### src/rtl/mbv_pkg.sv
// Shared types, constants and helper functions for the metaball voxel test core.
package mbv_pkg;

    localparam int BallsDefault = 6;
    localparam int CoordW       = 15;
    localparam int VoxelW       = 7;
    localparam int IndexW       = 3;
    localparam int EnergyW      = 32;
    localparam int DistW        = 32;
    localparam int QuotW        = 32;
    localparam int DivStages    = QuotW;
    localparam int FrontStages  = 3;
    localparam int LaneLatency  = FrontStages + DivStages;
    localparam int CfgIndexW    = 2;
    localparam int InDataW      = 72;
    localparam int OutDataW     = 40;

    localparam logic [EnergyW-1:0] BandReset = 32'd204800;
    localparam logic [EnergyW-1:0] EnergySat = '1;

    typedef enum logic {
        CMD_LOAD = 1'b0,
        CMD_EVAL = 1'b1
    } cmd_t;

    typedef enum logic [CfgIndexW-1:0] {
        REG_ENERGY_SCALE = 2'd0,
        REG_BAND_LOW     = 2'd1,
        REG_BAND_HIGH    = 2'd2,
        REG_UNUSED       = 2'd3
    } cfg_reg_t;

    typedef struct packed {
        logic [CoordW-1:0] x;
        logic [CoordW-1:0] y;
        logic [CoordW-1:0] z;
    } centre_t;

    typedef struct packed {
        logic [VoxelW-1:0] x;
        logic [VoxelW-1:0] y;
        logic [VoxelW-1:0] z;
    } voxel_t;

    function automatic logic [EnergyW-1:0] sat_add(input logic [EnergyW-1:0] a,
                                                   input logic [EnergyW-1:0] b);
        logic [EnergyW:0] s;
        s = {1'b0, a} + {1'b0, b};
        return s[EnergyW] ? EnergySat : s[EnergyW-1:0];
    endfunction

    function automatic logic [CoordW-1:0] abs_diff(input logic [VoxelW-1:0] v,
                                                   input logic [CoordW-1:0] c);
        logic [CoordW:0] d;
        d = {1'b0, v, 8'b0} - {1'b0, c};
        return d[CoordW] ? CoordW'(-d) : d[CoordW-1:0];
    endfunction

endpackage

### src/rtl/mbv_accum.sv
// Saturating sum of the lane terms, one term added per register stage.
module mbv_accum import mbv_pkg::*; #(
    parameter int BALLS = BallsDefault
) (
    input  logic                            aclk,
    input  logic                            en,
    input  logic [BALLS-1:0][EnergyW-1:0]   terms,
    output logic [EnergyW-1:0]              energy
);

    logic [BALLS-1:0][EnergyW-1:0] terms_reg [BALLS];
    logic [EnergyW-1:0]            acc_reg   [BALLS];

    always_ff @(posedge aclk) begin
        if (en) begin
            terms_reg[0] <= terms;
            acc_reg[0]   <= terms[0];
            for (int j = 1; j < BALLS; j++) begin
                terms_reg[j] <= terms_reg[j-1];
                acc_reg[j]   <= sat_add(acc_reg[j-1], terms_reg[j-1][j]);
            end
        end
    end

    assign energy = acc_reg[BALLS-1];

endmodule

### config.mk
export PLATFORM = sky130hd
export DESIGN_NAME = mbv_accum
export DESIGN_NICKNAME = d
export VERILOG_FILES = /design/src/rtl/mbv_pkg.sv /design/src/rtl/mbv_accum.sv
export SDC_FILE = /design/constraint.sdc
export NUM_CORES = 1
export LEC_CHECK = 0
export BUFFER_PORTS_ARGS = -buffer_cell sky130_fd_sc_hd__buf_4
export CORE_MARGIN = 2
export CORE_UTILIZATION = 60
export DETAILED_ROUTE_END_ITERATION = 8
export HOLD_SLACK_MARGIN = 0.02
export MAX_ROUTING_LAYER = met4
export PLACE_DENSITY = 0.83
export SYNTH_ARGS = -nofsm -noshare
export SYNTH_HDL_FRONTEND = slang
export SYNTH_SLANG_ARGS = --single-unit
### constraint.sdc
create_clock -name aclk -period 4.2 [get_ports aclk]
set_input_delay 0.84 -clock aclk [delete_from_list [all_inputs] [get_ports aclk]]
set_output_delay 0.84 -clock aclk [all_outputs]
set_load 0.1 [all_outputs]
; Word level (Yosys, flattened, before mapping)
; Memories as Yosys holds them, arrays and structs flattened.
; Cells that the tools add are included.
[word_totals]
ff_bits = 0
latchBits = 0
ramBits = 1344
mem_bits_ro = 0
input_bits = 194
output_inout_bits = 32
wordCells = 14
mem_count = 2
[memory_table]
columns = memory, depth, width, rd, rd_ports_with_merged_regs, write_ports, line_no
row1 = terms_reg, 6, 192, 5, 0, 6, mbv_accum.sv:11  ; logic [BALLS-1:0][EnergyW-1:0] terms_reg [BALLS];
row2 = acc_reg, 6, 32, 6, 0, 6, mbv_accum.sv:12  ; logic [EnergyW-1:0] acc_reg [BALLS];
[op_classes]
n_addsub = 5
multipliers = 0
div_mod_pow = 0
order_cmp = 0
n_eq_ne = 0
shift = 0
n_mux = 7
bitwise = 0
n_reduce_logical = 0
[ops]
columns = cell, n
row1 = $add A32 B32 Y33, 5
row2 = $mux W32, 5
row3 = $mux W1, 2

; Longest topological paths before layout
[logic_depth]
depth_word = 2
ltp_mapped = 13
mapped_depth_nobuf = 11

; Worst setup path before layout
; OpenSTA, ideal clock, no wires.
[synth_path]
path_type = register to register
start = memory acc_reg[4][0]
end = memory acc_reg[5][19], data pin
setup_ns = 0.255
arrival_time_ns = 2.929
t_required_ns = 3.945
slack_ns = 1.016
stages_incl_launch_ff = 12
path_buffers = 1
synth_period_minus_slack_ns = 3.184
cell_sequence = edfxtp_1 > ha_1 > fa_1 > a211oi_1 > o21ai_0 > a2111oi_0 > o21ai_0 > nand2_1 > o31ai_1 > o221ai_1 > buf_2 > a21bo_2
[synth_lines]
columns = element, line_no
row1 = from (decl), mbv_accum.sv:12

==> flow_metrics.env <==
export IMPL_status="completed"
export IMPL_first_pass_iters=5
export IMPL_layout_common_cells="edfxtp_1 (672), buf_4 (239), nand2_1 (185)"
export IMPL_top_usage_layer="met2"
export IMPL_crit_required_ns=4.47
export IMPL_dieArea_um2=50300
export IMPL_htree_levels=3
export IMPL_hold_viol_final=0
export IMPL_grt_max_degree=105
export IMPL_maxCapViolCount=0
export IMPL_arrival_ns=4.08
export IMPL_hp_class="reg2reg"
export IMPL_drc=0
export IMPL_dr_first_iter_drc_count=1293
export IMPL_grt_util_met1_pct=27.4
export IMPL_layout_min_cycle_time_ns=3.81
export IMPL_stdcell_count=2927
export IMPL_drv_slew=0
export IMPL_layout_commonest_cell="edfxtp_1"
export IMPL_drive_above_1_share_pct=17.1
export IMPL_syn_inst=1972
export IMPL_holdPathStages=0
export IMPL_cts_setup_buffers=0
export IMPL_drt_wl_total_mm=53.6
export IMPL_holdBufCountCts=0
export IMPL_leakage_nw=13.0
export IMPL_cts_root_buf="clkbuf_16"
export IMPL_post_drt_wl_per_cell_um=18.3
export IMPL_routabilityCongestion=0.908
export IMPL_io_buffers=225
export IMPL_track_usage_pct=22.2
export IMPL_synthArstFlopShare_pct=0
export IMPL_num_antenna_cells=0
export IMPL_num_vias=17000
export IMPL_startpoint_type="register"
export IMPL_largest_register_ff_count=481
export IMPL_clock_sinks=672
export IMPL_cts_made_buffers=69
export IMPL_ys_types=75
export IMPL_worstSetupPathType="reg2reg"
export IMPL_ant_nets=0
export IMPL_critPathMaxFanout=32
export IMPL_rsz0062_at_grt="no"
export IMPL_r2r_cells=11
export IMPL_dp_hpwl_mm=36.4
export IMPL_num_io_pins=226
export IMPL_utilization_pct=70.9
export IMPL_dp_cells=2805
export IMPL_fp_dieH_um=224
export IMPL_die_width_um=224
export IMPL_fin_crit_sh_pct=90.7
export IMPL_grtUsageMet3_pct=3.95
export IMPL_nFillCells=3063
export IMPL_netlist_area_um2=29100
export IMPL_worstSkewPairLatency_ns=0.60
export IMPL_synth_ff_type="edfxtp_1"
export IMPL_worst_slew_pin_transition_ns=1.13
export IMPL_coreArea_um2=47800
export IMPL_cts_path_max_buffers=3
export IMPL_synth_net_count=2331
export IMPL_max_slew_margin_rel_pct=24.8
export IMPL_start_util_pct=60.8
export IMPL_row_count=80
export IMPL_grt_pass1_wl_mm=85.3
export IMPL_finalPower_w=0.0211
export IMPL_synth_edf_count=672
export IMPL_clkSlewWorstSetupHoldPaths_ns=0.06
export IMPL_synth_seq_cells=672
export IMPL_yosysSeqAreaShare_pct=69.3
export IMPL_cts_tree="yes"
export IMPL_syn_area_per_cell_um2=14.8
export IMPL_setup_violations=0
export IMPL_via_per_inst=5.80
export IMPL_timing_fmax_ghz=0.262
export IMPL_grt_pass1_vias=17000
export IMPL_cts_resized=0
export IMPL_syn_to_final_growth_pct=16.5
export IMPL_tns_ns=0
export IMPL_grt_use_met2_pct=37.5
export IMPL_synthesis_yosys_warnings=0
export IMPL_crit_path_end_kind="register"
export IMPL_p_per_area_nw_per_um2=623
export IMPL_antenna_found_initial=0
export IMPL_final_nets=2620
export IMPL_ir_drop_mv=0.430
export IMPL_fin_skew_ns=0.0274
export IMPL_grt_ovfl_total=0
export IMPL_whs_ns=0.403
## power by group
| group | switching (W) | internal [W] | leakage, nW |
|---|---|---|---|
| clock | 0.00246 | 0.00357 | 1.10 |
| combinational | 0.00398 | 0.00222 | 5.42 |
| sequential | 0.000324 | 0.00858 | 6.48 |
## per-stage QoR
step	setup slack (ns)	instance area, um^2
after detailed placement	0.430	31600
after floorplan	1.02	29100
final	0.390	33900
after CTS	0.390	33900
after global placement	0.612	31600
after global routing	0.168	33900
## area by class of cell
class                      instances  area (um^2)  share of cell area, %
sequential                       672        20200                   59.5
multi-input combinational       1232         8590                   25.3
timing repair buffer             248         1970                   5.81
clock buffer                      77         1820                   5.37
tap                              615          769                   2.27
clock inverter                    45          437                   1.29
inverter                          38          143                  0.421
## cells in the mapped netlist, types with 25 or more instances
cell,n,area share (%)
nand2_1,185,2.4
o21ai_0,90,1.5
a21o_1,85,2.2
a211oi_1,26,0.67
edfxtp_1,672,69
xnor2_1,51,1.5
ha_1,160,6.9
inv_1,38,0.49
a21oi_1,127,2.2
nor2_1,82,1.1
nand2b_1,25,0.54
nand3_1,32,0.55
xor2_1,70,2.1
## path summary, 6_finish.rpt
| path | from | end | slack (ns) |
|---|---|---|---|
| max | acc_reg[1][0] | acc_reg[2][3] | 0.39 |
| min | terms_reg[1][154] | terms_reg[2][154] | 0.40 |
| max reg2reg | acc_reg[1][0] | acc_reg[2][3] | 0.39 |
| min reg2reg | terms_reg[1][154] | terms_reg[2][154] | 0.40 |
## cell families (layout without fill, tap and decap cells)
| family | after synthesis | after routing | synth area share, % |
|---|---|---|---|
| buffers and inverters | 68 | 408 | 1.19 |
| XOR/XNOR | 121 | 121 | 3.64 |
| flip-flops | 672 | 672 | 69.3 |
| AO/OA/AOI/OAI | 496 | 496 | 11.3 |
| AND/OR/NAND/NOR | 443 | 443 | 7.10 |
| multiplexers | 7 | 7 | 0.241 |
| adder cells (fa/ha/maj) | 165 | 165 | 7.22 |
## layer usage
metal | up-vias | wire [um]
li1 | 8183 | -
met1 | 8076 | 22400
met2 | 563 | 26800
met3 | 141 | 2770
met4 | 0 | 1590
met5 | - | 0
## critical path, stage by stage, from the launching register on
cell and delay [ns]:
edfxtp_1 0.38, ha_1 0.25, fa_1 0.44, a211o_1 0.34, a21oi_1 0.23, o31a_2 0.19
nor4_2 0.08, a2111oi_4 0.43, nor2_2 0.12, a2111o_1 0.40, o21ai_2 0.43, o21ai_1 0.19
Note: power is estimated with default switching activity, not from simulation.
